## config.mk

```make
export PLATFORM = sky130hd
export DESIGN_NAME = virtual_rtc_rate_divider_flat
export DESIGN_NICKNAME = d
export VERILOG_FILES = /design/src/rtl/vrtc_pkg.sv /design/src/rtl/vrtc_if.sv /design/src/rtl/vrtc_term_bank.sv /design/src/rtl/vrtc_alarm.sv /design/src/rtl/virtual_rtc_rate_divider.sv /design/src/flat_wrapper.sv
export SDC_FILE = /design/constraint.sdc
export NUM_CORES = 1
export LEC_CHECK = 0
export ABC_CLOCK_PERIOD_IN_PS = 4700
export BUFFER_PORTS_ARGS = -buffer_cell sky130_fd_sc_hd__buf_4
export CAP_MARGIN = 40
export CORE_MARGIN = 5
export CORE_UTILIZATION = 28
export DETAILED_ROUTE_END_ITERATION = 7
export SLEW_MARGIN = 20
export SYNTH_ARGS = -nofsm -noshare
export SYNTH_HDL_FRONTEND = slang
export SYNTH_SLANG_ARGS = --single-unit
```

## constraint.sdc

```tcl
create_clock -name clk -period 4.7 [get_ports clk]
set_input_delay 0.47 -clock clk [delete_from_list [all_inputs] [get_ports clk]]
set_output_delay 0.47 -clock clk [all_outputs]
set_load 0.01 [all_outputs]
```

## src/rtl/vrtc_pkg.sv

```systemverilog
// Package for the virtual RTC rate divider: sizes, event kind codes,
// the command struct sent to the terminal bank and the frequency decode.
// No dependencies.
`default_nettype none

package vrtc_pkg;

    localparam int TERMINALS       = 3;
    localparam int BASE_RATE_HZ    = 1024;
    localparam int DEFAULT_RATE_HZ = 2;

    localparam int KIND_W  = 2;
    localparam int TERM_W  = 3;
    localparam int FREQ_W  = 11;
    localparam int MASK_W  = 8;
    localparam int ALARM_W = 16;

    localparam int PER_W = (BASE_RATE_HZ > 1) ? $clog2(BASE_RATE_HZ) : 1;
    localparam int REQ_W = PER_W + 1;

    localparam int DEFAULT_COUNT_INT =
        ((BASE_RATE_HZ / DEFAULT_RATE_HZ) == 0) ? 1 : (BASE_RATE_HZ / DEFAULT_RATE_HZ);
    localparam logic [REQ_W-1:0] DEFAULT_COUNT = REQ_W'(DEFAULT_COUNT_INT);

    localparam logic [ALARM_W-1:0] ALARM_PERIOD_RESET = ALARM_W'(1024);

    localparam logic [KIND_W-1:0] KIND_TICK     = 2'd0;
    localparam logic [KIND_W-1:0] KIND_OPEN     = 2'd1;
    localparam logic [KIND_W-1:0] KIND_SET_FREQ = 2'd2;
    localparam logic [KIND_W-1:0] KIND_READ     = 2'd3;

    typedef struct packed {
        logic                 tick;
        logic                 open_term;
        logic                 set_freq;
        logic                 read;
        logic [TERMINALS-1:0] sel;
        logic [REQ_W-1:0]     new_count;
    } term_cmd_t;

    function automatic logic freq_valid(input logic [FREQ_W-1:0] f);
        logic ok;
        ok = (f != '0) && (32'(f) <= BASE_RATE_HZ) && ((f & (f - FREQ_W'(1))) == '0);
        return ok;
    endfunction

    // The frequency is a single set bit here, so the quotient is a shift.
    function automatic logic [REQ_W-1:0] count_for_freq(input logic [FREQ_W-1:0] f);
        logic [REQ_W-1:0] q;
        q = REQ_W'(1);
        for (int i = 0; i < FREQ_W; i++)
        begin
            if (f[i])
            begin
                q = REQ_W'(BASE_RATE_HZ >> i);
            end
        end
        return q;
    endfunction

endpackage

`default_nettype wire

```

## src/rtl/vrtc_if.sv

```systemverilog
// Handshake interfaces for the event words and the result words.
// Depends on vrtc_pkg.
`default_nettype none

interface vrtc_event_if import vrtc_pkg::*; ();
    logic              valid;
    logic              ready;
    logic [KIND_W-1:0] kind;
    logic [TERM_W-1:0] terminal;
    logic [FREQ_W-1:0] frequency;

    modport source (output valid, kind, terminal, frequency, input ready);
    modport sink   (input valid, kind, terminal, frequency, output ready);
endinterface

interface vrtc_result_if import vrtc_pkg::*; ();
    logic              valid;
    logic              ready;
    logic              status;
    logic              tick_seen;
    logic [MASK_W-1:0] fired_mask;
    logic              alarm;

    modport source (output valid, status, tick_seen, fired_mask, alarm, input ready);
    modport sink   (input valid, status, tick_seen, fired_mask, alarm, output ready);
endinterface

`default_nettype wire

```

## src/rtl/vrtc_term_bank.sv

```systemverilog
// Per-terminal dividers: period counters, required counts and pending flags.
// Depends on vrtc_pkg.
`default_nettype none

module vrtc_term_bank import vrtc_pkg::*; (
    input  wire logic                 clk,
    input  wire logic                 rst_n,
    input  wire term_cmd_t            cmd,
    output logic [TERMINALS-1:0]      fired,
    output logic                      seen
);

    logic [PER_W-1:0]     period_cnt_reg  [TERMINALS];
    logic [PER_W-1:0]     period_cnt_next [TERMINALS];
    logic [REQ_W-1:0]     required_reg    [TERMINALS];
    logic [REQ_W-1:0]     required_next   [TERMINALS];
    logic [TERMINALS-1:0] pending_reg;
    logic [TERMINALS-1:0] pending_next;

    always_comb
    begin
        logic [REQ_W-1:0] inc;
        fired        = '0;
        pending_next = pending_reg;
        for (int i = 0; i < TERMINALS; i++)
        begin
            period_cnt_next[i] = period_cnt_reg[i];
            required_next[i]   = required_reg[i];
            inc = REQ_W'(period_cnt_reg[i]) + REQ_W'(1);
            if (cmd.tick)
            begin
                if (inc >= required_reg[i])
                begin
                    fired[i]           = 1'b1;
                    pending_next[i]    = 1'b1;
                    period_cnt_next[i] = '0;
                end
                else
                begin
                    period_cnt_next[i] = inc[PER_W-1:0];
                end
            end
            if (cmd.open_term && cmd.sel[i])
            begin
                period_cnt_next[i] = '0;
                pending_next[i]    = 1'b0;
                required_next[i]   = DEFAULT_COUNT;
            end
            if (cmd.set_freq && cmd.sel[i])
            begin
                required_next[i] = cmd.new_count;
            end
            if (cmd.read && cmd.sel[i])
            begin
                pending_next[i] = 1'b0;
            end
        end
    end

    assign seen = cmd.read && ((pending_reg & cmd.sel) != '0);

    always_ff @(posedge clk or negedge rst_n)
    begin
        if (!rst_n)
        begin
            pending_reg <= '0;
            for (int i = 0; i < TERMINALS; i++)
            begin
                period_cnt_reg[i] <= '0;
                required_reg[i]   <= DEFAULT_COUNT;
            end
        end
        else
        begin
            pending_reg <= pending_next;
            for (int i = 0; i < TERMINALS; i++)
            begin
                period_cnt_reg[i] <= period_cnt_next[i];
                required_reg[i]   <= required_next[i];
            end
        end
    end

endmodule

`default_nettype wire

```

## src/rtl/vrtc_alarm.sv

```systemverilog
// Global alarm counter with its programmable period register.
// Depends on vrtc_pkg.
`default_nettype none

module vrtc_alarm import vrtc_pkg::*; (
    input  wire logic               clk,
    input  wire logic               rst_n,
    input  wire logic               cfg_wr_en,
    input  wire logic [ALARM_W-1:0] cfg_wr_data,
    input  wire logic               tick,
    output logic                    alarm
);

    logic [ALARM_W-1:0] period_reg;
    logic [ALARM_W-1:0] count_reg;
    logic [ALARM_W-1:0] count_next;
    logic [ALARM_W:0]   inc;

    always_comb
    begin
        inc        = {1'b0, count_reg} + (ALARM_W + 1)'(1);
        count_next = count_reg;
        alarm      = 1'b0;
        if (tick)
        begin
            if (inc >= {1'b0, period_reg})
            begin
                count_next = '0;
                alarm      = 1'b1;
            end
            else
            begin
                count_next = inc[ALARM_W-1:0];
            end
        end
    end

    always_ff @(posedge clk or negedge rst_n)
    begin
        if (!rst_n)
        begin
            period_reg <= ALARM_PERIOD_RESET;
            count_reg  <= '0;
        end
        else
        begin
            if (cfg_wr_en)
            begin
                period_reg <= cfg_wr_data;
            end
            count_reg <= count_next;
        end
    end

endmodule

`default_nettype wire

```

## src/rtl/virtual_rtc_rate_divider.sv

```systemverilog
// Top level of the virtual RTC rate divider.
// Depends on vrtc_pkg, vrtc_if, vrtc_term_bank and vrtc_alarm.
//
// Event words arrive on evt (valid/ready): a hardware tick, an open, a set
// frequency or a read for one terminal. Every event word yields exactly one
// result word on res: status for set frequency, tick_seen for read, and
// fired_mask and alarm for a hardware tick; fields that do not apply are 0.
// The user must write the alarm period register through cfg_wr_en and
// cfg_wr_data only while no event is in flight; this is not enforced.
// An event word is registered on acceptance and processed once the result
// register can advance, when the state is updated and the result register
// is loaded. One event word is accepted per cycle as long as the result
// register drains; the throughput is set by the single state update per
// cycle in the terminal bank and the alarm counter.
// When the receiver stalls, the result register holds its word and the input
// register keeps one more; ready then drops until the result is taken.
// Reset sets every terminal to the default rate with counters and pending
// flags cleared, the alarm counter to zero and the alarm period to 1024.
`default_nettype none

module virtual_rtc_rate_divider import vrtc_pkg::*; (
    input  wire logic               clk,
    input  wire logic               rst_n,
    input  wire logic               cfg_wr_en,
    input  wire logic [ALARM_W-1:0] cfg_wr_data,
    vrtc_event_if.sink              evt,
    vrtc_result_if.source           res
);

    logic              s1_valid_reg;
    logic [KIND_W-1:0] s1_kind_reg;
    logic [TERM_W-1:0] s1_term_reg;
    logic [FREQ_W-1:0] s1_freq_reg;

    logic              res_valid_reg;
    logic              res_status_reg;
    logic              res_seen_reg;
    logic [MASK_W-1:0] res_mask_reg;
    logic              res_alarm_reg;

    logic                 advance;
    logic                 go;
    logic                 term_ok;
    logic                 freq_ok;
    logic                 status_next;
    term_cmd_t            cmd;
    logic [TERMINALS-1:0] fired;
    logic                 seen;
    logic                 alarm;

    assign advance   = !res_valid_reg || res.ready;
    assign go        = s1_valid_reg && advance;
    assign evt.ready = !s1_valid_reg || advance;

    always_comb
    begin
        cmd           = '0;
        for (int i = 0; i < TERMINALS; i++)
        begin
            cmd.sel[i] = (s1_term_reg == TERM_W'(i));
        end
        term_ok       = (cmd.sel != '0);
        freq_ok       = freq_valid(s1_freq_reg);
        cmd.new_count = count_for_freq(s1_freq_reg);
        status_next   = 1'b0;
        if (go)
        begin
            case (s1_kind_reg)
                KIND_TICK:
                begin
                    cmd.tick = 1'b1;
                end
                KIND_OPEN:
                begin
                    cmd.open_term = term_ok;
                end
                KIND_SET_FREQ:
                begin
                    cmd.set_freq = term_ok && freq_ok;
                    status_next  = term_ok && !freq_ok;
                end
                KIND_READ:
                begin
                    cmd.read = term_ok;
                end
                default:
                begin
                    cmd.tick = 1'b0;
                end
            endcase
        end
    end

    vrtc_term_bank u_term_bank (
        .clk   (clk),
        .rst_n (rst_n),
        .cmd   (cmd),
        .fired (fired),
        .seen  (seen)
    );

    vrtc_alarm u_alarm (
        .clk         (clk),
        .rst_n       (rst_n),
        .cfg_wr_en   (cfg_wr_en),
        .cfg_wr_data (cfg_wr_data),
        .tick        (cmd.tick),
        .alarm       (alarm)
    );

    always_ff @(posedge clk or negedge rst_n)
    begin
        if (!rst_n)
        begin
            s1_valid_reg  <= 1'b0;
            res_valid_reg <= 1'b0;
        end
        else
        begin
            if (evt.ready)
            begin
                s1_valid_reg <= evt.valid;
            end
            if (advance)
            begin
                res_valid_reg <= s1_valid_reg;
            end
        end
    end

    always_ff @(posedge clk)
    begin
        if (evt.valid && evt.ready)
        begin
            s1_kind_reg <= evt.kind;
            s1_term_reg <= evt.terminal;
            s1_freq_reg <= evt.frequency;
        end
        if (go)
        begin
            res_status_reg <= status_next;
            res_seen_reg   <= seen;
            res_mask_reg   <= MASK_W'(fired);
            res_alarm_reg  <= alarm;
        end
    end

    assign res.valid      = res_valid_reg;
    assign res.status     = res_status_reg;
    assign res.tick_seen  = res_seen_reg;
    assign res.fired_mask = res_mask_reg;
    assign res.alarm      = res_alarm_reg;

`ifndef SYNTHESIS
    a_go_loads_result: assert property (@(posedge clk) disable iff (!rst_n)
        go |=> res_valid_reg)
        else $error("processed word did not reach the result register");

    a_stalled_word_held: assert property (@(posedge clk) disable iff (!rst_n)
        s1_valid_reg && !advance |=> s1_valid_reg && $stable(s1_kind_reg))
        else $error("input register lost a word during a stall");

    a_one_command: assert property (@(posedge clk) disable iff (!rst_n)
        $onehot0({cmd.tick, cmd.open_term, cmd.set_freq, cmd.read, status_next}))
        else $error("more than one command issued for one word");

    a_tick_fields: assert property (@(posedge clk) disable iff (!rst_n)
        res_valid_reg && (res_status_reg || res_seen_reg)
            |-> res_mask_reg == '0 && !res_alarm_reg)
        else $error("tick fields set on a non-tick result");

    a_no_cmd_idle: assert property (@(posedge clk) disable iff (!rst_n)
        !go |-> cmd.tick == 1'b0 && cmd.open_term == 1'b0 && cmd.set_freq == 1'b0
            && cmd.read == 1'b0)
        else $error("state command issued without a word in progress");
`endif

endmodule

`default_nettype wire
```

## src/flat_wrapper.sv

```systemverilog
// flat-port wrapper written by rule: the top's interface ports become plain ports
module virtual_rtc_rate_divider_flat import vrtc_pkg::*;
  (clk, rst_n, cfg_wr_en, cfg_wr_data, evt_valid, evt_kind, evt_terminal, evt_frequency, evt_ready, res_valid, res_status, res_tick_seen, res_fired_mask, res_alarm, res_ready);
  vrtc_event_if evt_i ();
  vrtc_result_if res_i ();
  input  wire logic clk;
  input  wire logic rst_n;
  input  wire logic cfg_wr_en;
  input  wire logic [ALARM_W-1:0] cfg_wr_data;
  input wire logic [$bits(evt_i.valid)-1:0] evt_valid;
  input wire logic [$bits(evt_i.kind)-1:0] evt_kind;
  input wire logic [$bits(evt_i.terminal)-1:0] evt_terminal;
  input wire logic [$bits(evt_i.frequency)-1:0] evt_frequency;
  output wire logic [$bits(evt_i.ready)-1:0] evt_ready;
  output wire logic [$bits(res_i.valid)-1:0] res_valid;
  output wire logic [$bits(res_i.status)-1:0] res_status;
  output wire logic [$bits(res_i.tick_seen)-1:0] res_tick_seen;
  output wire logic [$bits(res_i.fired_mask)-1:0] res_fired_mask;
  output wire logic [$bits(res_i.alarm)-1:0] res_alarm;
  input wire logic [$bits(res_i.ready)-1:0] res_ready;
  assign evt_i.valid = evt_valid;
  assign evt_i.kind = evt_kind;
  assign evt_i.terminal = evt_terminal;
  assign evt_i.frequency = evt_frequency;
  assign evt_ready = evt_i.ready;
  assign res_valid = res_i.valid;
  assign res_status = res_i.status;
  assign res_tick_seen = res_i.tick_seen;
  assign res_fired_mask = res_i.fired_mask;
  assign res_alarm = res_i.alarm;
  assign res_i.ready = res_ready;
  virtual_rtc_rate_divider u_core (.clk(clk), .rst_n(rst_n), .cfg_wr_en(cfg_wr_en), .cfg_wr_data(cfg_wr_data), .evt(evt_i), .res(res_i));
endmodule
```

==> results.md, run 1 <==
- The run finished with clean final reports.
- The number of vias per cell after detailed routing is 4.82.
- The number of nets in the layout is 867.
- The clock tree from TritonCTS is done.
- The number of buffers and inverters on the critical path is 0.
- In this run the worst setup path begins at u_core.u_alarm.count_reg[0].
- Summing every instance area after synthesis gives 0.00710 sq mm.
- Per report_power, the combinational group accounts for 18.3% of the total.
- STA puts the critical path data required time at 4.99 ns.
- Across the run, the number of max-cap violations was 0.
- The number of design-rule violations left by the first detailed-router iteration is 366.
- For the pin with the worst max-slew slack, the measured transition is 0.796 ns.
- The worst setup path is captured at a flop.
- Once the clock tree was built, the resizer swapped 0 gates to a different size.
- Summing the areas of all and, or, nand and nor instances in the mapped netlist gives 18.8% of the synthesized area.
- From bottom edge to top edge, the die measures 169 microns.
- The async set-or-reset flop fraction in the synthesized netlist is 82.0%.
- The ratio of final minimum period to clock period is 71.7%.
- After detailed routing, the average wire length per cell comes to 14.0 microns.
- The area added between synthesis and finish is 17.2%.
- In this run the worst hold path is classified as in -> async.
- The synthesized design contains 22 enable-type register cells.
- Data on the critical path arrives at its endpoint at 3.67 ns.
- In this run the deepest clock path goes through 2 buffers.
- The clock transition at the registers of the reported paths is 0.05 ns.
- The final antenna diode count is 0.
- The count of H-tree levels built during CTS is 4.
- The die covers 0.0287 sq mm.
- The worst hold-check slack is 0.0639 ns.
- TritonCTS created 17 clock buffers.
- The final number of hold-violating endpoints was 0.
- Summing the areas of all fa, ha and maj instances in the mapped netlist gives 9.33% of the synthesized area.
- CTS saw 122 sinks.
- After Yosys synthesis, XOR and XNOR cells account for 4.56% of the synthesized area.
- Setup repair after global routing left no endpoint under its margin.
- During synthesis, Yosys emitted a total of 0 warnings.
- After synthesis the netlist holds a flip-flop and latch count of 122.
- The placeable core region is 0.0251 sq mm.
- Summing all placed instances gives a cell area of 0.00771 sq mm.
- The ratio of total power to cell area is 380 mW/mm^2.
- The initial core utilization is 28.3%.
- The share of total power in sequential cells is 40.3%.
- The worst-case IR drop observed on VDD is 0.279 mV.
- The cell at the root of the clock tree is sky130_fd_sc_hd__clkbuf_16.
- In the post-route analysis, the smallest setup slack over all paths is 1.33 ns.
- For the final database, setup skew stands at 0.0114 ns.
- The later pin in the worst-skew pair is clocked with a latency of 0.42 ns.
- The initial antenna violation count is 0.
- The number of standard-cell rows in the floorplan is 58.
- The critical-path cell with the highest stage delay is sky130_fd_sc_hd__a211o_1.
- The placement-stage worst setup slack is 1.35 ns.
- The first detailed-routing pass took 5 iterations.
- Multiplexer cells account for 1.20% of the synthesized area.
- The cts-stage hold buffer count is 0.
- The maximum achievable frequency is 297 MHz.
- The synthesized netlist contains 67 unique library cells.
- Traced cell by cell, the critical path runs through ha_1 -> and3_1 -> and3_1 -> nand3_1 -> xnor2_1 -> ha_1 -> a21oi_1 -> o21ai_0 -> a21o_1 -> a211o_1 -> nor2_4 -> mux2_2.
- By area, the combinational part of the netlist is dominated by simple AND/OR/NAND/NOR gates.
- The post-layout minimum cycle time is 3.37 ns.
- The number of buffers inserted by post-CTS setup repair is 0.
- The worst pin sits at a relative slew slack of 46.8%.
- Counting the fill cells in the layout gives 2597.
- For this run, the slowest stage of the critical path takes 0.53 ns.
- The congestion estimate from routability-driven global placement came to 0.791.
- The finished cells cover 0.00833 sq mm.
- The synthesized area per cell is 9.64 sq um.
- The internal power of the cells totals 2.27 mW.
- Once detailed placement completed, the half-perimeter wirelength came to 11.3 mm.
- The register with the most flip-flops in the layout has 33 of them.
- The number of port buffers is 44.
- In this run the remaining antenna-violating nets after routing total 0.
- Adding up every negative setup slack in the final design gives 0 ns.
- For this run, the total global-route usage over all layers was measured as 11.2%.
- The first global-routing pass estimated 26.2 mm of wire.
- Among all flip-flop cells after synthesis, the most frequent one is sky130_fd_sc_hd__dfrtp_1.
- The synthesized netlist devotes 15.4% of its cell area to compound gates.
- The pin count of the biggest net entering global routing is 43.
- The share of final-layout standard cells stronger than drive strength 1 is 13.7%.
- The via count of the first global-routing pass is 5316.
- The number of endpoints failing setup at the final stage is 0.
- The number of pins with negative max-slew slack in the final report is 0.
- The final global-route overflow total is 0.
- Along the worst path, the maximum fanout reaches 20.
- The routed layout has 5402 vias.
- The net switching share of the total power is 28.3%.
- Wires add up to 15.6 mm.
- The nature of the critical path startpoint is a flop.
- For this run, design rule violations remaining after detail routing come to 0.
- The sequential element share of the synthesized area is 44.6%.
- Summed over all nets, the switching power comes to 0.894 mW.
- For this design the static power due to leakage is 3.66 nW.
- In this run the horizontal extent of the chip is 169 microns.
- The number of top-level design ports is 50.
- The critical register-to-register path startpoint is u_core.u_alarm.count_reg[0].
- The gate family responsible for the most delay along the worst path is compound AO/OA/AOI/OAI gates.
- The worst setup path is of the reg -> reg kind.
- Synthesis handed over a netlist of 737 instances.
- At the end of the flow the core is filled with cells to 33.2%.
- The fraction of power consumed by the clock network is 41.4%.
-- cell usage after synthesis (5+ instances only) --
cell | count | area share (%)
sky130_fd_sc_hd__xnor2_1 | 22 | 2.7
sky130_fd_sc_hd__a21oi_1 | 18 | 1.3
sky130_fd_sc_hd__dfrtp_1 | 96 | 34
sky130_fd_sc_hd__nor2b_1 | 8 | 0.70
sky130_fd_sc_hd__nand2_1 | 52 | 2.7
sky130_fd_sc_hd__inv_1 | 60 | 3.2
sky130_fd_sc_hd__clkbuf_1 | 13 | 0.69
sky130_fd_sc_hd__o21ai_1 | 28 | 2.0
sky130_fd_sc_hd__a211oi_1 | 7 | 0.74
sky130_fd_sc_hd__buf_4 | 6 | 0.63
sky130_fd_sc_hd__nor4_1 | 7 | 0.62
sky130_fd_sc_hd__or3_1 | 7 | 0.62
sky130_fd_sc_hd__xor2_1 | 15 | 1.8
sky130_fd_sc_hd__edfxtp_1 | 22 | 9.3
sky130_fd_sc_hd__ha_1 | 53 | 9.3
sky130_fd_sc_hd__a31oi_1 | 5 | 0.44
sky130_fd_sc_hd__nand3_1 | 63 | 4.4
sky130_fd_sc_hd__and3_1 | 21 | 1.8
sky130_fd_sc_hd__o21ai_0 | 42 | 3.0
sky130_fd_sc_hd__nor3_1 | 19 | 1.3
sky130_fd_sc_hd__and2_1 | 7 | 0.62
sky130_fd_sc_hd__buf_6 | 6 | 0.95
sky130_fd_sc_hd__or2_2 | 5 | 0.44
sky130_fd_sc_hd__buf_2 | 6 | 0.42
sky130_fd_sc_hd__nor2_1 | 35 | 1.8
sky130_fd_sc_hd__nand3b_1 | 5 | 0.53
sky130_fd_sc_hd__a22o_1 | 13 | 1.6
sky130_fd_sc_hd__a21o_1 | 8 | 0.85
sky130_fd_sc_hd__nand4_1 | 10 | 0.88
-- logic make-up after synthesis --
logic type | Yosys count
XOR/XNOR | 37
buffers and inverters | 94
flip-flops | 122
multiplexers | 8
other | 1
AO/OA/AOI/OAI | 164
adder cells (fa/ha/maj) | 53
AND/OR/NAND/NOR | 258
-- power groups by stage --
stage | combinational, mW | sequential, mW | clock, mW
3_5_place_dp | 0.583 | 1.29 | 0
5_1_grt | 0.665 | 1.29 | 1.39
3_3_place_gp | 0.567 | 1.29 | 0
6_report | 0.581 | 1.28 | 1.31
2_1_floorplan | 0.421 | 1.27 | 0
4_1_cts | 0.589 | 1.27 | 1.33
-- routing by layer --
metal	part of all wire, %	vias to the layer above	track usage [%]
li1	-	2730	-
met1	48	2567	14.7
met2	48	87	18.4
met3	2.9	18	2.42
met4	1.6	0	3.75
met5	0	-	0
-- through the flow --
| stage | instances | total power, mW |
|---|---|---|
| final | 1120 | 3.17 |
| after global routing | 1120 | 3.34 |
| after CTS | 1118 | 3.19 |
| after detailed placement | 1086 | 1.88 |
| after global placement | 1084 | 1.86 |
| after floorplan | 741 | 1.69 |
-- worst paths after layout --
check,endpoint,slack [ns],cells past startpoint
setup / recovery,u_core.u_alarm.count_reg[0],1.33,12
setup reg to reg,u_core.u_alarm.count_reg[0],1.33,12
min in group clk,u_core.s1_freq_reg[9],0.23,1
hold reg to reg,u_core.u_term_bank.pending_reg[2],0.49,1
hold / removal,u_core.u_alarm.count_reg[9],0.06,1
max in group asynchronous,u_core.u_alarm.period_reg[10],3.87,2
-- cell usage in the layout, fill, tap and decap left out, types with 8 or more instances in the layout --
master | netlist | final
sky130_fd_sc_hd__dfrtp_1 | 96 | 96
sky130_fd_sc_hd__nand3_1 | 63 | 63
sky130_fd_sc_hd__inv_1 | 60 | 60
sky130_fd_sc_hd__ha_1 | 53 | 53
sky130_fd_sc_hd__nand2_1 | 52 | 52
sky130_fd_sc_hd__buf_4 | 6 | 48
sky130_fd_sc_hd__o21ai_0 | 42 | 42
sky130_fd_sc_hd__nor2_1 | 35 | 35
sky130_fd_sc_hd__o21ai_1 | 28 | 28
sky130_fd_sc_hd__xnor2_1 | 22 | 22
sky130_fd_sc_hd__edfxtp_1 | 22 | 22
sky130_fd_sc_hd__and3_1 | 21 | 21
sky130_fd_sc_hd__nor3_1 | 19 | 18
sky130_fd_sc_hd__a21oi_1 | 18 | 18
sky130_fd_sc_hd__clkbuf_16 | 0 | 17
sky130_fd_sc_hd__xor2_1 | 15 | 15
sky130_fd_sc_hd__a22o_1 | 13 | 13
sky130_fd_sc_hd__nand4_1 | 10 | 10
sky130_fd_sc_hd__nor2b_1 | 8 | 8
sky130_fd_sc_hd__a21o_1 | 8 | 8
-- final cells by class --
class | instances | area (sq um) | share of cell area, %
clock buffer | 19 | 433 | 5.20
clock inverter | 13 | 155 | 1.86
inverter | 60 | 225 | 2.71
multi-input combinational | 525 | 3530 | 42.4
sequential | 122 | 3170 | 38.1
tap | 330 | 413 | 4.96
timing repair buffer | 51 | 403 | 4.84
(Power assumes the default switching activity.)
==> run 2, diff against run 1 <==
--- a/config.mk
+++ b/config.mk
@@ -5,7 +5,8 @@
 export SDC_FILE = /design/constraint.sdc
 export NUM_CORES = 1
 export LEC_CHECK = 0
-export ABC_CLOCK_PERIOD_IN_PS = 4700
+export ABC_AREA = 1
+export ABC_CLOCK_PERIOD_IN_PS = 3400
 export BUFFER_PORTS_ARGS = -buffer_cell sky130_fd_sc_hd__buf_4
 export CAP_MARGIN = 40
 export CORE_MARGIN = 5
==> constraint.sdc (replaced) <==
create_clock -name clk -period 3.4 [get_ports clk]
set_input_delay 0.34 -clock clk [delete_from_list [all_inputs] [get_ports clk]]
set_output_delay 0.34 -clock clk [all_outputs]
set_load 0.01 [all_outputs]
==> results.md, run 2 <==
- The flow ran to the end, and the final reports show no timing, DRC or antenna violations.
- The final wirelength is 15.4 mm (-1.8%).
- In this design, the largest share of critical-path delay is due to simple AND/OR/NAND/NOR gates.
- The final number of hold-violating endpoints is 0 (unchanged).
- The die height is 172 microns (+1.3%).
- The CTS buffer count is 17 (unchanged).
- The max-capacitance violation count is 0 (unchanged).
- The slowest stage of the critical path is the sky130_fd_sc_hd__dfrtp_1 cell.
- The clock latency on the worst-skew pair came to 0.42 ns (about the same).
- The flop-to-flop setup slack came to 0.51 ns (-0.81 ns).
- The number of design-rule violations left by the first detailed-router iteration is 298 (-19%).
- STA classifies the critical path endpoint as a flop.
- The sink of the worst hold path is u_core.s1_term_reg[1].
- The area added between synthesis and finish is 17.1% (about the same).
- The post-layout minimum cycle time is 2.89 ns (-0.486 ns).
- The number of pins with negative max-slew slack in the final report is 0 (unchanged).
- The cell count of the worst hold path is 1.
- The endpoint identified for the worst register-to-register timing path is u_core.u_term_bank.period_cnt_reg[16].
- The filler cell count is 2716 (+4.6%).
- The cell at the root of the clock tree is sky130_fd_sc_hd__clkbuf_16.
- The utilization after layout came to 33.1% (-0.048 points).
- The average routed wire per standard cell is 11.9 microns (-15%).
- The HPWL reported at the end of detailed placement is 11.6 mm (+2.5%).
- The type of the tightest min-delay check is in -> reg.
- Traced cell by cell, the critical path runs through ha_1 -> nand3_1 -> inv_1 -> nand3_1 -> nor3_1 -> xor2_1 -> ha_1 -> a21oi_1 -> o21a_1 -> nand4_1 -> nor2_2 -> nand3_1 -> nand2_1.
- The number of top-level design ports is 50 (unchanged).
- The largest voltage drop on the vdd net was 0.342 mV (+22%).
- The final antenna diode count is 0 (unchanged).
- The number of synthesized flops with an enable pin is 22 (unchanged).
- The largest fanout on the critical path came to 10 (-50%).
- The nature of the critical path startpoint is a flop.
- The initial antenna violation count is 0 (unchanged).
- The number of search-and-repair iterations in the first detailed-routing pass is 4 (-1).
- The total number of yosys warnings is 0 (unchanged).
- The commonest cells after synthesis are 200 x sky130_fd_sc_hd__nand2_1, 145 x sky130_fd_sc_hd__inv_1, 96 x sky130_fd_sc_hd__dfrtp_1.
- The number of buffers inserted by post-CTS setup repair is 0 (unchanged).
- The number of nets in the layout is 1037 (+20%).
- The worst endpoint data arrival time is 3.24 ns (-0.43 ns).
- The library cell with the largest summed area after synthesis is sky130_fd_sc_hd__dfrtp_1.
- The pin slew with the least headroom to its limit is 0.596 ns (-0.201 ns).
- The antenna violation net count after detailed routing was 0 (unchanged).
- The clock transition at the registers of the reported paths is 0.06 ns (about the same).
- The total vias in the final route is 5767 (+6.8%).
- The netlist area before placement is 0.00730 sq mm (+2.8%).
- Setup repair after global routing left no endpoint under its margin.
- By area the synthesized netlist is led by sky130_fd_sc_hd__dfrtp_1 33%, sky130_fd_sc_hd__nand2_1 10%, sky130_fd_sc_hd__ha_1 9.1%.
- The async set-or-reset flop fraction in the synthesized netlist is 82.0% (unchanged).
- The wire length of the first global-routing pass is 26.6 mm (+1.8%).
- The critical register-to-register path startpoint is u_core.u_term_bank.period_cnt_reg[10].
- The synthesized area per cell was 8.13 sq um (-16%).
- The total power consumption of the routed design is 4.60 mW (+45%).
- The flip-flop count of the largest register, all copies and words added is 33 (unchanged).
- The count of unique library cells instantiated by Yosys is 42 (-37%).
- The number of vias per cell after detailed routing is 4.45 (-7.7%).
- The count of H-tree levels built during CTS was 4 (unchanged).
- The number of port buffers came to 44 (unchanged).
- The sequential element share of the synthesized area is 43.4% (-1.2 points).
- The most numerous cell type found on the critical path is sky130_fd_sc_hd__nand3_1.
- The final RePlAce weighted congestion is 0.852 (+7.7%).
- The worst slew margin relative to its limit is 60.2% (+13 points).
- The data required time of the critical path was 3.75 ns (-1.24 ns).
- The initial core utilization was 28.3% (about the same).
- The library cells used most frequently in the layout, excluding fill and tap cells, are 200 x sky130_fd_sc_hd__nand2_1, 145 x sky130_fd_sc_hd__inv_1, 96 x sky130_fd_sc_hd__dfrtp_1, 84 x sky130_fd_sc_hd__nand3_1, 53 x sky130_fd_sc_hd__ha_1.
- The register bit total from synthesis was 122 (unchanged).
- The share of final-layout standard cells stronger than drive strength 1 is 12.4% (-1.3 points).
- The die area is 0.0294 sq mm (+2.7%).
- The number of cell instances on the worst register-to-register path is 13 (+1).
- The maximum achievable frequency is 346 MHz (+17%).
- The worst setup skew after layout is 0.00870 ns (-0.00265 ns).
- The final total negative setup slack came to 0 ns (unchanged).
- The predominant post-synthesis flop cell is sky130_fd_sc_hd__dfrtp_1.
- By startpoint and endpoint, the worst setup path is classified as reg -> reg.
- The width of the die is 172 microns (+1.3%).
- The pin count of the biggest net entering global routing is 62 (+44%).
- The sequential cell area is 0.00317 sq mm (unchanged).
- The clock tree from TritonCTS is done.
- The ratio of final minimum period to clock period is 84.9% (+13 points).
- The critical path's largest stage delay was 0.46 ns (-0.07 ns).
- The number of endpoints failing setup at the final stage is 0 (unchanged).
- The multi-input gate area in the final layout was 0.00343 sq mm (-2.8%).
- The remaining routing DRC violations is 0 (unchanged).
- The ratio of total power to cell area was 538 mW/mm^2 (+42%).
- The final standard cell count with taps included and fillers excluded is 1295 (+16%).
- The placeable core region is 0.0258 sq mm (+2.9%).
- The number of buffers on the longest clock path came to 2 (unchanged).
- The share of the synthesized area in the top cell type is 32.9% (-0.93 points).
- The synthesized instance count is 899 (+22%).
- The most common cell in the synthesized netlist is sky130_fd_sc_hd__nand2_1.
- The total routing resource utilization after global routing is 11.1% (-0.11 points).
- The startpoint identified for the worst hold timing path is evt_terminal[1].
- The number of buffers and inverters on the critical path was 1 (+1).
- The number of standard-cell rows in the floorplan came to 59 (+1.7%).
- The number of clock sinks is 122 (unchanged).
- The number of cells in the design after placement was 1261 (+16%).
- The leakage power is 4.24 nW (+16%).
- The final global-route overflow total was 0 (unchanged).
- The most common library cell in the layout ignoring fill and taps is sky130_fd_sc_hd__nand2_1.
- The via count of the first global-routing pass is 5584 (+5.0%).
## run 2: what timing repair did
action | 4_1_cts | 5_1_grt
hold buffers | 0 | 1
gates resized for setup | 0 | 0
hold endpoints to repair | 0 | 15
## run 2: cell families after synthesis
| group | count (synthesis) | synth area share [%] |
|---|---|---|
| adder cells (fa/ha/maj) | 53 | 9.08 |
| multiplexers | 2 | 0.291 |
| AND/OR/NAND/NOR | 397 | 24.6 |
| AO/OA/AOI/OAI | 121 | 8.96 |
| flip-flops | 122 | 43.4 |
| buffers and inverters | 172 | 9.90 |
| other | 1 | 0.0513 |
| XOR/XNOR | 31 | 3.72 |
## run 2: power breakdown
part / internal, mW / total (mW) / switching, mW
sequential: 1.67 / 1.83 / 0.156
combinational: 0.421 / 1.04 / 0.617
clock: 1.08 / 1.74 / 0.652
total: 3.18 / 4.60 / 1.43
## run 2: final cells by class
class | count | area share [%]
multi-input combinational | 609 | 40.1
sequential | 122 | 37.0
inverter | 147 | 6.45
clock buffer | 22 | 5.68
tap | 335 | 4.90
timing repair buffer | 50 | 4.80
clock inverter | 10 | 1.07
## run 2: metal layers
layer	up-vias	GRT usage, %	wire length (microns)
met5	-	0	0
met2	76	18.0	7260
met4	0	3.41	194
met1	2663	14.8	7510
met3	13	2.51	392
li1	3015	-	-
## run 2: through the flow
step           setup slack, ns  hold WS [ns]  cell area [sq um]
2_1_floorplan            0.704        0.0444               7320
3_3_place_gp             0.582         0.494               7940
3_5_place_dp             0.523         0.498               7940
4_1_cts                  0.516        0.0484               8520
5_1_grt                  0.190        0.0794               8550
6_report                 0.514        0.0993               8550
## run 2: worst max-delay path by stage
stage | start | end | cells past startpoint
2_1_floorplan | u_core.u_alarm.count_reg[0] | u_core.u_alarm.count_reg[10] | 20
3_3_place_gp | u_core.u_alarm.count_reg[0] | u_core.u_alarm.count_reg[3] | 20
3_5_place_dp | u_core.u_term_bank.period_cnt_reg[10] | u_core.u_term_bank.period_cnt_reg[16] | 13
4_1_cts | u_core.u_term_bank.period_cnt_reg[10] | u_core.u_term_bank.period_cnt_reg[16] | 13
5_1_grt | u_core.u_alarm.count_reg[0] | u_core.u_alarm.count_reg[0] | 20
6_report | u_core.u_term_bank.period_cnt_reg[10] | u_core.u_term_bank.period_cnt_reg[16] | 13
## run 2: worst reg2reg max path: cells and delay by family, from the launching register on
family | cells | cell delay (ns)
DFF | 1 | 0.46
buffers and inverters | 1 | 0.07
adders and majority gates | 2 | 0.54
AOI/OAI and AO/OA | 2 | 0.28
and+or+nand+nor | 7 | 1.21
xor gates and xnor gates | 1 | 0.27
==> run 3, diff against run 2 <==
--- a/config.mk
+++ b/config.mk
@@ -6,7 +6,7 @@
 export NUM_CORES = 1
 export LEC_CHECK = 0
 export ABC_AREA = 1
-export ABC_CLOCK_PERIOD_IN_PS = 3400
+export ABC_CLOCK_PERIOD_IN_PS = 2800
 export BUFFER_PORTS_ARGS = -buffer_cell sky130_fd_sc_hd__buf_4
 export CAP_MARGIN = 40
 export CORE_MARGIN = 5
==> constraint.sdc (replaced) <==
create_clock -name clk -period 2.8 [get_ports clk]
set_input_delay 0.28 -clock clk [delete_from_list [all_inputs] [get_ports clk]]
set_output_delay 0.28 -clock clk [all_outputs]
set_load 0.01 [all_outputs]
==> results.md, run 3 (synthesis gave the netlist of run 2 again) <==
- The final total negative setup slack is 0 ns (unchanged).
- The most numerous cell type found on the critical path is sky130_fd_sc_hd__nand2_1.
- The number of gates on the worst path with buffers counted was 20 (+7).
- The initial core utilization is 28.3% (unchanged).
- The data required time of the critical path is 3.09 ns (-0.66 ns).
- The placement-stage worst setup slack is -0.000820 ns (-0.524 ns).
- The worst hold-check slack is 0.0313 ns (-0.0680 ns).
- The clock tree from TritonCTS is done.
- The signal on the critical path passes through ha_2 -> and3_4 -> nand3_2 -> inv_2 -> or2_2 -> nand2_2 -> inv_2 -> ha_4 -> nand2_1 -> nor2_2 -> nand2_1 -> nor2_1 -> nor2_1 -> nand3_1 -> nand2_1 -> nand2_1 -> nand2_2 -> nand2_4 -> clkbuf_16 -> a21oi_1.
- For this design, the slowest cell found on the critical path is sky130_fd_sc_hd__dfrtp_1.
- The post-layout instance area is 0.00892 sq mm (+4.2%).
- The worst slew margin relative to its limit is 54.3% (-5.9 points).
- The final RePlAce weighted congestion is 0.836 (-1.9%).
- The number of clock sinks came to 122 (unchanged).
- The final global-route overflow total is 0 (unchanged).
- The initial antenna violation count is 0 (unchanged).
- The number of nets in the layout was 1056 (+1.8%).
- The maximum achievable frequency is 375 MHz (+8.3%).
- The number of pins with negative max-slew slack in the final report is 0 (unchanged).
- The final antenna diode count was 0 (unchanged).
- The library cell used most frequently in the layout, excluding fill and tap cells, is sky130_fd_sc_hd__nand2_1.
- The number of buffers on the longest clock path is 2 (unchanged).
- The count of H-tree levels built during CTS is 4 (unchanged).
- The largest fanout on the critical path is 8 (-2).
- The wire length of the first global-routing pass is 27.4 mm (+2.9%).
- The final worst setup slack is 0.135 ns (-0.379 ns).
- The type of the tightest min-delay check is in -> reg.
- The CTS buffer count is 17 (unchanged).
- The number of endpoints failing setup at the final stage was 0 (unchanged).
- The critical path in this run is classified as reg -> reg.
- The final wirelength is 16.0 mm (+4.4%).
- The pin slew with the least headroom to its limit is 0.686 ns (+0.0898 ns).
- The number of standard-cell rows in the floorplan came to 59 (unchanged).
- The area of placed instances is 0.00805 sq mm (+1.4%).
- The number of design-rule violations left by the first detailed-router iteration is 259 (-13%).
- The flop-to-flop setup slack is 0.13 ns (-0.38 ns).
- The clock latency on the worst-skew pair is 0.43 ns (about the same).
- The total vias in the final route was 5873 (+1.8%).
- The number of port buffers is 44 (unchanged).
- The placeable core region is 0.0258 sq mm (unchanged).
- The critical path's largest stage delay is 0.38 ns (-0.08 ns).
- The die height is 172 microns (unchanged).
- The leakage power is 4.36 nW (+2.9%).
- CTS placed an instance of sky130_fd_sc_hd__clkbuf_16 at the clock tree root.
- The die area is 0.0294 sq mm (unchanged).
- The remaining routing DRC violations is 0 (unchanged).
- The largest voltage drop on the vdd net is 0.434 mV (+27%).
- The run finished with clean final reports.
- The flip-flop count of the largest register, all copies and words added is 33 (unchanged).
- The cell count of the worst hold path is 1 (unchanged).
- The number of buffers and inverters on the critical path is 3 (+2).
- The final number of hold-violating endpoints came to 0 (unchanged).
- The number of cell instances on the worst register-to-register path was 20 (+7).
- The end of the worst register-to-register path is u_core.u_alarm.count_reg[13].
- The HPWL reported at the end of detailed placement is 11.8 mm (+1.9%).
- The number of search-and-repair iterations in the first detailed-routing pass is 5 (+1).
- The average routed wire per standard cell came to 12.2 microns (+2.9%).
- The post-layout minimum cycle time is 2.67 ns (-0.221 ns).
- The total routing resource utilization after global routing is 11.4% (+0.33 points).
- The width of the die was 172 microns (unchanged).
- The area added between synthesis and finish is 22.1%.
- The sink of the worst hold path is u_core.s1_term_reg[1].
- The ratio of final minimum period to clock period is 95.2% (+10 points).
- The gate family responsible for the most delay along the worst path is simple AND/OR/NAND/NOR gates.
- The share of final-layout standard cells stronger than drive strength 1 is 18.4% (+6.0 points).
- The max-capacitance violation count is 0 (unchanged).
- The worst setup skew after layout came to 0.0172 ns (+0.00854 ns).
- The critical register-to-register path startpoint is u_core.u_alarm.count_reg[1].
- The ratio of total power to cell area is 666 mW/mm^2 (+24%).
- The number of top-level design ports is 50 (unchanged).
- The number of vias per cell after detailed routing is 4.47 (+0.37%).
- The via count of the first global-routing pass came to 5817 (+4.2%).
- The worst endpoint data arrival time was 2.96 ns (-0.28 ns).
- The nature of the critical path startpoint is a flop.
- The clock transition at the registers of the reported paths is 0.06 ns (about the same).
- The element type at the critical path end is a flop.
- Leaving out fill and tap cells, the most frequent cells in the layout are 193 x sky130_fd_sc_hd__nand2_1, 141 x sky130_fd_sc_hd__inv_1, 93 x sky130_fd_sc_hd__dfrtp_1, 79 x sky130_fd_sc_hd__nand3_1, 63 x sky130_fd_sc_hd__buf_4.
- The pin count of the biggest net entering global routing is 52 (-16%).
- The worst hold path begins at evt_terminal[1].
- The antenna violation net count after detailed routing is 0 (unchanged).
run 3: final cells by class:
cell class,count,area [sq um]
Inverter,147,552
Multi-Input combinational cell,609,3610
Sequential cell,122,3170
Fill cell,2682,16900
Tap cell,335,419
Clock inverter,12,150
Clock buffer,20,437
Timing Repair Buffer,69,579
run 3: per-layer routing:
| layer | vias up | share of wire (%) | global-route usage, % |
|---|---|---|---|
| li1 | 3053 | - | - |
| met5 | - | 0 | 0 |
| met1 | 2724 | 48 | 14.6 |
| met2 | 72 | 48 | 19.2 |
| met4 | 0 | 2.1 | 4.20 |
| met3 | 24 | 1.8 | 2.28 |
run 3: per-stage QoR:
| step | total power [mW] | instances | util (%) |
|---|---|---|---|
| after detailed placement | 3.58 | 1272 | 31.1 |
| final | 5.93 | 1314 | 34.5 |
| after global routing | 6.35 | 1314 | 34.5 |
| after global placement | 3.55 | 1272 | 31.1 |
| after CTS | 5.80 | 1305 | 33.5 |
| after floorplan | 3.14 | 903 | - |
run 3: how the worst max path moves through the flow:
stage                                          startpoint                                     to
floorplan                     u_core.u_alarm.count_reg[0]           u_core.u_alarm.count_reg[10]
global placement              u_core.u_alarm.count_reg[0]            u_core.u_alarm.count_reg[0]
detailed placement            u_core.u_alarm.count_reg[0]           u_core.u_alarm.count_reg[11]
CTS                           u_core.u_alarm.count_reg[0]           u_core.u_alarm.count_reg[11]
global route        u_core.u_term_bank.period_cnt_reg[20]  u_core.u_term_bank.period_cnt_reg[28]
finish                        u_core.u_alarm.count_reg[1]           u_core.u_alarm.count_reg[13]
run 3: report_power, final:
part / internal (mW) / total, mW / switching (mW) / leakage, nW
clock network: 1.39 / 2.20 / 0.803 / 0.281
logic: 0.661 / 1.53 / 0.874 / 2.54
registers: 2.03 / 2.20 / 0.173 / 1.54
run 3: repair_timing:
| item | in CTS | in global routing |
|---|---|---|
| pin swaps | 0 | 23 |
| buffers inserted | 0 | 8 |
| endpoints found under the hold margin | 47 | 0 |
| gates cloned | 0 | 1 |
| gates resized for setup | 2 | 51 |
| endpoints found under the setup margin | 16 | 53 |
| hold buffers | 1 | 0 |
